`config.mk`:
```
export PLATFORM = sky130hd
export DESIGN_NAME = pixel_blend_unit
export DESIGN_NICKNAME = d
export VERILOG_FILES = /design/src/pbu_pkg.sv /design/src/pbu_channel.sv /design/src/pixel_blend_unit.sv
export SDC_FILE = /design/constraint.sdc
export NUM_CORES = 2
export LEC_CHECK = 0
export BUFFER_PORTS_ARGS = -buffer_cell sky130_fd_sc_hd__buf_2
export CORE_MARGIN = 10
export CORE_UTILIZATION = 35
export DETAILED_ROUTE_END_ITERATION = 16
export PLACE_DENSITY = 0.52
export SETUP_SLACK_MARGIN = 0.4
export SYNTH_ARGS = -nofsm -noshare
export SYNTH_HDL_FRONTEND = slang
export SYNTH_SLANG_ARGS = --single-unit
```
`constraint.sdc`:
```
create_clock -name clk -period 5.7 [get_ports clk]
set_input_delay 0.285 -clock clk [delete_from_list [all_inputs] [get_ports clk]]
set_output_delay 0.285 -clock clk [all_outputs]
set_load 0.005 [all_outputs]
```
`src/pbu_pkg.sv`:
```
// Shared types and constants for the pixel blend unit.
// Holds the request and result structs, operation codes and register indexes.
package pbu_pkg;

  typedef struct packed {
    logic [2:0] op;
    logic [7:0] top_blue;
    logic [7:0] top_green;
    logic [7:0] top_red;
    logic [7:0] base_blue;
    logic [7:0] base_green;
    logic [7:0] base_red;
  } req_t;

  typedef struct packed {
    logic [7:0] out_blue;
    logic [7:0] out_green;
    logic [7:0] out_red;
  } result_t;

  localparam logic [2:0] OP_MULTIPLY = 3'd0;
  localparam logic [2:0] OP_SCREEN   = 3'd1;
  localparam logic [2:0] OP_OVERLAY  = 3'd2;
  localparam logic [2:0] OP_SUBTRACT = 3'd3;
  localparam logic [2:0] OP_SCALE    = 3'd4;
  localparam logic [2:0] OP_ADD      = 3'd5;

  localparam logic [2:0] REG_BLUE_OFFSET  = 3'd0;
  localparam logic [2:0] REG_GREEN_OFFSET = 3'd1;
  localparam logic [2:0] REG_RED_OFFSET   = 3'd2;
  localparam logic [2:0] REG_BLUE_GAIN    = 3'd3;
  localparam logic [2:0] REG_GREEN_GAIN   = 3'd4;
  localparam logic [2:0] REG_RED_GAIN     = 3'd5;
  localparam logic [2:0] REG_GAIN_ENABLE  = 3'd6;

  localparam logic [15:0] GAIN_RESET = 16'd256;

  typedef enum logic [2:0] {
    KIND_DIRECT = 3'd0,
    KIND_ROUND  = 3'd1,
    KIND_INV    = 3'd2,
    KIND_OVL_HI = 3'd3,
    KIND_SCALE  = 3'd4
  } kind_t;

endpackage

```
`src/pbu_channel.sv`:
```
// One color channel of the pixel blend unit: a product stage and a finish stage.
// Depends on pbu_pkg for operation codes and the finish-kind type.
module pbu_channel (
  input  logic              clk,
  input  logic [2:0]        op,
  input  logic [7:0]        a,
  input  logic [7:0]        b,
  input  logic [15:0]       gain,
  input  logic              gain_en,
  input  logic signed [8:0] offset,
  output logic [7:0]        res
);
  import pbu_pkg::*;

  logic        inv_next;
  logic [7:0]  x_op;
  logic [7:0]  y_op;
  logic [9:0]  sum_next;
  logic [7:0]  direct_next;
  kind_t       kind_next;

  logic [15:0] prod;
  logic [23:0] scaled;
  logic        dbl;
  logic [7:0]  direct;
  kind_t       kind;

  logic [16:0] p_ext;
  logic [16:0] t_val;
  logic [16:0] s_val;
  logic [8:0]  quot;
  logic [7:0]  res_next;

  always_comb begin
    inv_next = (op == OP_SCREEN) || ((op == OP_OVERLAY) && b[7]);
    x_op = inv_next ? ~a : a;
    y_op = inv_next ? ~b : b;
    sum_next = {2'b00, a} + {offset[8], offset};
    direct_next = a;
    kind_next = KIND_DIRECT;
    case (op)
      OP_MULTIPLY: begin
        kind_next = KIND_ROUND;
      end
      OP_SCREEN: begin
        kind_next = KIND_INV;
      end
      OP_OVERLAY: begin
        kind_next = b[7] ? KIND_OVL_HI : KIND_ROUND;
      end
      OP_SUBTRACT: begin
        direct_next = (b >= a) ? (b - a) : 8'd0;
      end
      OP_SCALE: begin
        if (gain_en) begin
          kind_next = KIND_SCALE;
        end
      end
      OP_ADD: begin
        if (sum_next[9]) begin
          direct_next = 8'd0;
        end else if (sum_next[8]) begin
          direct_next = 8'd255;
        end else begin
          direct_next = sum_next[7:0];
        end
      end
      default: begin
        direct_next = a;
      end
    endcase
  end

  always_ff @(posedge clk) begin
    prod   <= x_op * y_op;
    scaled <= a * gain;
    dbl    <= (op == OP_OVERLAY);
    direct <= direct_next;
    kind   <= kind_next;
  end

  // Rounded division by 255: floor((p + 127) / 255) through a shift-add identity.
  always_comb begin
    p_ext = dbl ? {prod, 1'b0} : {1'b0, prod};
    t_val = p_ext + 17'd127;
    s_val = t_val + {8'd0, t_val[16:8]} + 17'd1;
    quot  = s_val[16:8];
    case (kind)
      KIND_DIRECT: res_next = direct;
      KIND_ROUND:  res_next = quot[7:0];
      KIND_INV:    res_next = 8'd255 - quot[7:0];
      KIND_OVL_HI: res_next = (quot >= 9'd255) ? 8'd0 : (8'd255 - quot[7:0]);
      KIND_SCALE:  res_next = (scaled[23:16] != 8'd0) ? 8'd255 : scaled[15:8];
      default:     res_next = direct;
    endcase
  end

  always_ff @(posedge clk) begin
    res <= res_next;
  end

endmodule

```
`src/pixel_blend_unit.sv`:
```
// Pixel blend unit top level: request register, configuration registers and
// three channel datapaths. Depends on pbu_pkg and pbu_channel.
// done and result pass the request register, product and finish stages.
// Throughput: one request per cycle; busy is high only while rst is high.
// The receiver cannot stall; each result is shown for exactly one cycle.
// Reset clears the pipeline valid bits and restores the register defaults.
module pixel_blend_unit (
  input  logic           clk,
  input  logic           rst,
  input  logic           start,
  output logic           busy,
  input  pbu_pkg::req_t  req,
  output logic           done,
  output pbu_pkg::result_t result,
  input  logic           cfg_valid,
  output logic           cfg_ready,
  input  logic [2:0]     cfg_index,
  input  logic [15:0]    cfg_data
);
  import pbu_pkg::*;

  logic              in_valid;
  logic              mid_valid;
  req_t              in_req;
  logic signed [8:0] blue_offset;
  logic signed [8:0] green_offset;
  logic signed [8:0] red_offset;
  logic [15:0]       blue_gain;
  logic [15:0]       green_gain;
  logic [15:0]       red_gain;
  logic [2:0]        gain_enable;

  assign busy = rst;
  assign cfg_ready = 1'b1;

  always_ff @(posedge clk) begin
    if (rst) begin
      in_valid  <= 1'b0;
      mid_valid <= 1'b0;
      done      <= 1'b0;
    end else begin
      in_valid  <= start;
      mid_valid <= in_valid;
      done      <= mid_valid;
    end
  end

  always_ff @(posedge clk) begin
    if (start && !busy) begin
      in_req <= req;
    end
  end

  always_ff @(posedge clk) begin
    if (rst) begin
      blue_offset  <= 9'sd0;
      green_offset <= 9'sd0;
      red_offset   <= 9'sd0;
      blue_gain    <= GAIN_RESET;
      green_gain   <= GAIN_RESET;
      red_gain     <= GAIN_RESET;
      gain_enable  <= 3'd0;
    end else if (cfg_valid && cfg_ready) begin
      case (cfg_index)
        REG_BLUE_OFFSET:  blue_offset  <= cfg_data[8:0];
        REG_GREEN_OFFSET: green_offset <= cfg_data[8:0];
        REG_RED_OFFSET:   red_offset   <= cfg_data[8:0];
        REG_BLUE_GAIN:    blue_gain    <= cfg_data;
        REG_GREEN_GAIN:   green_gain   <= cfg_data;
        REG_RED_GAIN:     red_gain     <= cfg_data;
        REG_GAIN_ENABLE:  gain_enable  <= cfg_data[2:0];
        default: begin
        end
      endcase
    end
  end

  pbu_channel u_blue (
    .clk     (clk),
    .op      (in_req.op),
    .a       (in_req.top_blue),
    .b       (in_req.base_blue),
    .gain    (blue_gain),
    .gain_en (gain_enable[0]),
    .offset  (blue_offset),
    .res     (result.out_blue)
  );

  pbu_channel u_green (
    .clk     (clk),
    .op      (in_req.op),
    .a       (in_req.top_green),
    .b       (in_req.base_green),
    .gain    (green_gain),
    .gain_en (gain_enable[1]),
    .offset  (green_offset),
    .res     (result.out_green)
  );

  pbu_channel u_red (
    .clk     (clk),
    .op      (in_req.op),
    .a       (in_req.top_red),
    .b       (in_req.base_red),
    .gain    (red_gain),
    .gain_en (gain_enable[2]),
    .offset  (red_offset),
    .res     (result.out_red)
  );

`ifndef SYNTHESIS
  a_done_has_request: assert property (@(posedge clk) disable iff (rst)
    done |-> $past(start && !busy, 3))
    else $error("done without a matching request");

  a_request_gives_done: assert property (@(posedge clk) disable iff (rst)
    (start && !busy) |-> ##3 done)
    else $error("request did not produce a result");

  a_subtract_zero_top: assert property (@(posedge clk) disable iff (rst)
    (start && !busy && req.op == OP_SUBTRACT && req.top_blue == 8'd0)
      |-> ##3 (result.out_blue == $past(req.base_blue, 3)))
    else $error("subtract of zero changed the base blue value");

  a_multiply_full_top: assert property (@(posedge clk) disable iff (rst)
    (start && !busy && req.op == OP_MULTIPLY && req.top_red == 8'd255)
      |-> ##3 (result.out_red == $past(req.base_red, 3)))
    else $error("multiply by full scale changed the base red value");
`endif

endmodule
```
* Yosys cells after proc, flatten, opt, wreduce, memory -nomap -nowiden
Cells that the tools add are included.
Storage, ports and cells: input port bits 74, logic and storage cells 151, register bits after elaboration 310
Operators by class: add/subtract/negate cells 18, $mul 6, reduce and logical (&&, ||, !) cells 20, eq/ne operators 23, multiplexer cells 39, magnitude comparators 6, bitwise logic cells 6
Operator list (count):
- 2-to-1 mux 8 bit | 21
- one-hot mux 8 bit (4 select lines) | 3
- multiplier 8 x 16 -> 24 bit | 3
- adder 17 x 1 -> 17 bit, second input constant | 3
- adder 17 x 7 -> 17 bit, second input constant | 3
- adder 17 x 9 -> 17 bit | 3
- 2-to-1 mux 17 bit | 3
- multiplier 8 x 8 -> 16 bit | 3
- NOT 8 bit | 6
- one-hot mux 8 bit (2 select lines) | 3
- one-hot mux 3 bit (4 select lines) | 3
- adder 9 x 9 -> 10 bit | 3
- equality test 3 x 2 -> 1 bit, second input constant | 10
- greater-or-equal comparator 9 x 8 -> 1 bit, second input constant | 3
- equality test 3 bit, second input constant | 8
- greater-or-equal comparator 8 bit | 3
- nonzero test 8 bit | 3
- subtractor 8 bit | 3
- subtractor 8 bit, first input constant | 3
- equality test 3 x 1 -> 1 bit, second input constant | 5
- AND reduction 2 bit | 7
- 2-to-1 mux 3 bit | 3
- logical NOT 3 bit | 2
- 2-to-1 mux 2 bit | 3
- other kinds (3) | 8

* Longest topological paths before layout
depth after elaboration 7, gate-level depth with buffers 28

* Hierarchy
A second synthesis with hierarchy kept.
Unflattened totals: cell total of the unflattened synthesis 3799, area, all modules 33131.8 um2
Modules (own cells, without submodules):
- pbu_channel at u_green | area an instance 9509.1 um2, cells each 1164, seq. area each 1041.0 um2, times used 1
- pbu_channel at u_red | area an instance 9467.8 um2, cells each 1154, seq. area each 1041.0 um2, times used 1
- pbu_channel at u_blue | area an instance 9366.5 um2, cells each 1141, seq. area each 1041.0 um2, times used 1
- pixel_blend_unit | area an instance 4788.3 um2, cells each 340, seq. area each 3153.0 um2, times used 1

* Worst setup path before layout
OpenSTA, ideal clock, no wires.
path type register to register, from reg in_req[49] (netlist name), to reg u_blue.prod[14], path slack 32 ps, library setup time 118 ps, buffers on the path 3, cell stages (with the launch flop) 24, period minus slack after synthesis 5668 ps, arrival time 5550 ps, required time 5582 ps, cells stage by stage edfxtp_1 > clkbuf_1 > nor2b_1 > nand2_1 > a21oi_1 > clkbuf_1 > buf_1 > xor2_1 > nand2_1 > fa_1 > fa_1 > inv_1 > fa_1 > inv_1 > fa_1 > inv_1 > ha_1 > a21oi_1 > o21ai_0 > a21oi_1 > o21ai_0 > or4_1 > o311a_1 > xor2_1
Between the ends: longest elaborated chain between the ends 5, elaborated cells between the ends (all ways) 7, classes of those cells 1 x mul; 2 x eq/ne; 2 x mux; 2 x reduce/logical
RTL lines:
- start, declared | RTL line pixel_blend_unit.sv:24 | req_t in_req;
- start signal, assigned | RTL line pixel_blend_unit.sv:50 | in_req <= req;
- equality test 3 x 2 -> 1 bit | RTL line pbu_channel.sv:35 | inv_next = (op == OP_SCREEN) || ((op == OP_OVERLAY) && b[7]);
- logical AND 1 bit | RTL line pbu_channel.sv:35
- logical OR 1 bit * | RTL line pbu_channel.sv:35
- 2-to-1 mux 8 bit, on equally long branches | RTL line pbu_channel.sv:36, pbu_channel.sv:37
- multiplier 8 x 8 -> 16 bit * | RTL line pbu_channel.sv:75 | prod <= x_op * y_op;
- end signal, assigned | RTL line pbu_channel.sv:75
- end, declared | RTL line pbu_channel.sv:22 | logic [15:0] prod;
Every way passes the cells marked *; elsewhere a longest branch is shown, timed or not. A chain may end at the register's enable or synchronous reset.

* Worst setup path after layout
from reg in_req[35] (netlist name), to reg u_green.scaled[23]
Between the ends: longest elaborated chain between the ends 1
RTL lines:
- multiplier 8 x 16 -> 24 bit | RTL line pbu_channel.sv:76 | scaled <= a * gain;
- end signal, assigned | RTL line pbu_channel.sv:76
- end, declared | RTL line pbu_channel.sv:23 | logic [23:0] scaled;
No other way between the ends.

==> metrics.yaml <==
run_status:
  status: "completed"
route:
  routed_wl_mm: 92.9
  routed_via_density: 5.00
  first_pass_iters: 8
  vias: 26100
  antenna_left: 0
  dr.first_iter.drc_count: 1426
  drt-wirelength-per-cell_um: 17.8
  drc: 0
floorplan:
  rows: 111
  ioPinCount: 101
  core-area_mm2: 0.0915
  initial_core_util_pct: 35.3
  dieArea_mm2: 0.105
  die_h_um: 324
  die_x_um: 324
yosys:
  ys.flop_type: "dfxtp_1"
  synth_compound_area_share_pct: 13.4
  syn_nets: 4583
  yosys_warnings: 0
  ys_ff_latch: 284
  synthDistinctLibCells: 91
  yosys-mux-area-fraction_pct: 1.12
  synth_area_per_cell_um2: 8.41
  synthAdderAreaFrac_pct: 34.6
  yosysSeqAreaShare_pct: 19.2
  syn-cell-area_mm2: 0.0323
  synthArstFlopShare_pct: 0
  synth_top_family_by_area: "adder cells"
  netlist_instances: 3840
  synth_xor_area_share_pct: 4.78
  synth_edf_count: 51
  yosys.area_share.simple_pct: 18.8
sta:
  slew_violations: 0
  hold_violations: 0
  setup_viol: 0
  worstMarginPinSlew_ns: 1.22
  finalCriticalPeriod_ns: 5.16
  skew_ns: 0.0216
  slew_headroom_pct: 18.1
  max_freq_mhz: 194
  fin_crit_sh_pct: 90.6
  rsz0062_at_grt: "yes"
power:
  vdd_drop_max_mv: 0.219
  p_leak_nw: 16.7
  total_power_mw: 11.7
  p_per_area_mw_per_mm2: 311
placed_design:
  place_inst: 5032
  hpwlAfterDp_mm: 72.5
  gp_congestion: 0.870
  io_buffers: 99
  placed_area_mm2: 0.0344
critical_path:
  slowest_delay_ns: 0.49
  cp-end-kind: "flop"
  arrival_ns: 5.69
  rr_worst_depth: 20
  reg2reg_slack_ns: 0.54
  cp_cell_sequence: "buf_6 > clkbuf_16 > and2_1 > fa_1 > inv_1 > fa_2 > fa_2 > fa_1 > inv_1 > ha_2 > or3_4 > or3_4 > a31oi_4 > nor2_4 > o41ai_4 > o21ai_2 > o211a_1 > o21a_1 > nor2_2 > xnor2_1"
  path_class: "flop to flop"
  critPathMaxFanout: 5
  slowest_stage: "fa_1"
  crit_path_start_kind: "flop"
  worstPathRequired_ns: 6.22
clock_network:
  cts_max_path_buffers: 3
  numCtsBuffers: 41
  cts_tree: "done"
  clock-sinks: 284
  root_buffer: "clkbuf_16"
  clk_pin_slew_ns: 0.06
  worstSkewPairLatency_ns: 0.59
  cts_htree_levels: 2
final_layout:
  design_area_mm2: 0.0377
  nFillCells: 9224
  synthToLayoutAreaGrowth_pct: 16.6
  final_cell_mix: "nand2_1 (554), inv_1 (476), fa_1 (356)"
  mostFrequentLayoutCell: "nand2_1"
  stdcell_count: 5217
  layout.nets: 4740
  utilization_pct: 41.1
  post_route_cells_drive_above_1_share_pct: 12.8
global_route:
  grt_max_degree: 82
  grt_usage_pct: 17.7
  antenna_found_initial: 6
  grt_pass1_wl_mm: 147
  grt_pass1_vias: 26000
  grt_overflow: 0
min_path:
  holdPathStages: 3
  hold_path.class: "primary input to flop"
run:
  max-cap-violations: 0
## power breakdown
part	leakage [nW]	internal, mW	switching [mW]	total, mW
Combinational	13.6	2.70	3.40	6.11
Sequential	2.41	2.42	0.415	2.84
Clock	0.706	1.71	1.07	2.78
Total	16.7	6.84	4.89	11.7
## path summary, 6_finish.rpt
kind,to,start
setup / recovery,u_green.scaled[23]$_DFF_P_,in_req[35]$_DFFE_PP_
hold / removal,blue_gain[12]$_SDFFE_PP0P_,cfg_data[12]
setup reg to reg,u_green.scaled[23]$_DFF_P_,in_req[35]$_DFFE_PP_
hold reg to reg,mid_valid$_SDFF_PP0_,in_valid$_SDFF_PP0_
## synthesized netlist by cell type, types with 7 or more instances
cell type	count	area share (%)
or2_2	9	0.17
ha_1	306	12
buf_4	8	0.19
dfxtp_1	233	14
nand3b_1	10	0.23
o21bai_1	8	0.19
o211ai_1	13	0.30
nor4_1	18	0.35
nor2_1	225	2.6
a31oi_1	25	0.48
a21boi_0	18	0.42
clkbuf_1	169	2.0
fa_1	363	23
o41ai_1	8	0.22
or4_1	7	0.16
xnor2_1	128	3.5
nor2b_1	53	1.0
nand2b_1	33	0.64
a22oi_1	23	0.53
edfxtp_1	51	4.7
mux2_2	10	0.35
or3_1	17	0.33
a21o_1	45	1.0
nand4_1	16	0.31
nor3b_1	8	0.19
and3_1	14	0.27
o21a_1	18	0.42
and2_1	192	3.7
o21ai_0	197	3.1
nand3_1	36	0.56
mux2i_1	25	0.78
inv_1	484	5.6
o22ai_1	12	0.23
nand2_1	560	6.5
buf_1	19	0.22
a21oi_1	258	4.0
nor3_1	49	0.76
xor2_1	48	1.3
## cells by family after synthesis
kind of cell / Yosys count
AOI/OAI and AO/OA: 709
xor gates and xnor gates: 176
adders and majority gates: 675
buffers and inverters: 687
DFF: 284
muxes: 35
other: 1
and+or+nand+nor: 1273
## timing repair
action                     4_1_cts  5_1_grt
hold buffers                    55        0
pin swaps                       13       70
gates resized for setup         39      186
hold endpoints to repair        59        0
setup endpoints to repair       24       40
buffers inserted                22       29
gates cloned                     0        2
## through the flow
step | hold WS [ns] | setup WS [ns] | setup TNS, ns
4_1_cts | 0.000165 | 0.388 | 0
2_1_floorplan | 0.384 | 0.434 | 0
5_1_grt | 0.0182 | 0.337 | 0
3_3_place_gp | 0.424 | 0.0412 | 0
6_report | 0.0475 | 0.535 | 0
3_5_place_dp | 0.428 | -0.0226 | -0.0288
## sequential cells by signal, indices dropped and copies added, names as in the netlist, 3 cells and up
name and cells:
u_red.kind 3, u_green.res 8, green_offset 9, u_red.scaled 16
u_green.direct 8, u_blue.direct 8, u_blue.prod 16, u_red.direct 8
u_blue.res 8, red_offset 9, u_blue.scaled 16, gain_enable 3
blue_offset 9, u_green.prod 16, u_red.res 8, u_red.prod 16
in_req 51, blue_gain 16, green_gain 16, red_gain 16
u_green.scaled 16
## layer usage
metal | vias to the layer above | track usage [%] | part of all wire, %
met1 | 12600 | 24.7 | 48
met3 | 112 | 2.69 | 4.8
met4 | 6 | 4.35 | 2.3
met2 | 491 | 28.4 | 45
li1 | 12900 | - | -
met5 | - | 0 | 0.043
## area by class of cell
cell class | instances | area [µm²] | area share, %
multi-input cells | 2869 | 24200 | 64.4
flip-flops and latches | 284 | 6200 | 16.5
repair buffers | 316 | 2440 | 6.47
inverters | 485 | 1830 | 4.85
well taps | 1186 | 1480 | 3.94
clock buffers | 55 | 1200 | 3.20
clock inverters | 20 | 245 | 0.651
diodes | 2 | 5.00 | 0.0133
## worst max-delay path: cells and delay by family (launching register included)
kind	cells	cell delay, ns
AND/OR/NAND/NOR	5	1.05
adder cells (fa/ha/maj)	5	2.01
XOR/XNOR	1	0.11
flip-flops	1	0.45
AO/OA/AOI/OAI	5	1.03
buffers and inverters	4	0.41
Power figures use the tool's default switching activity.
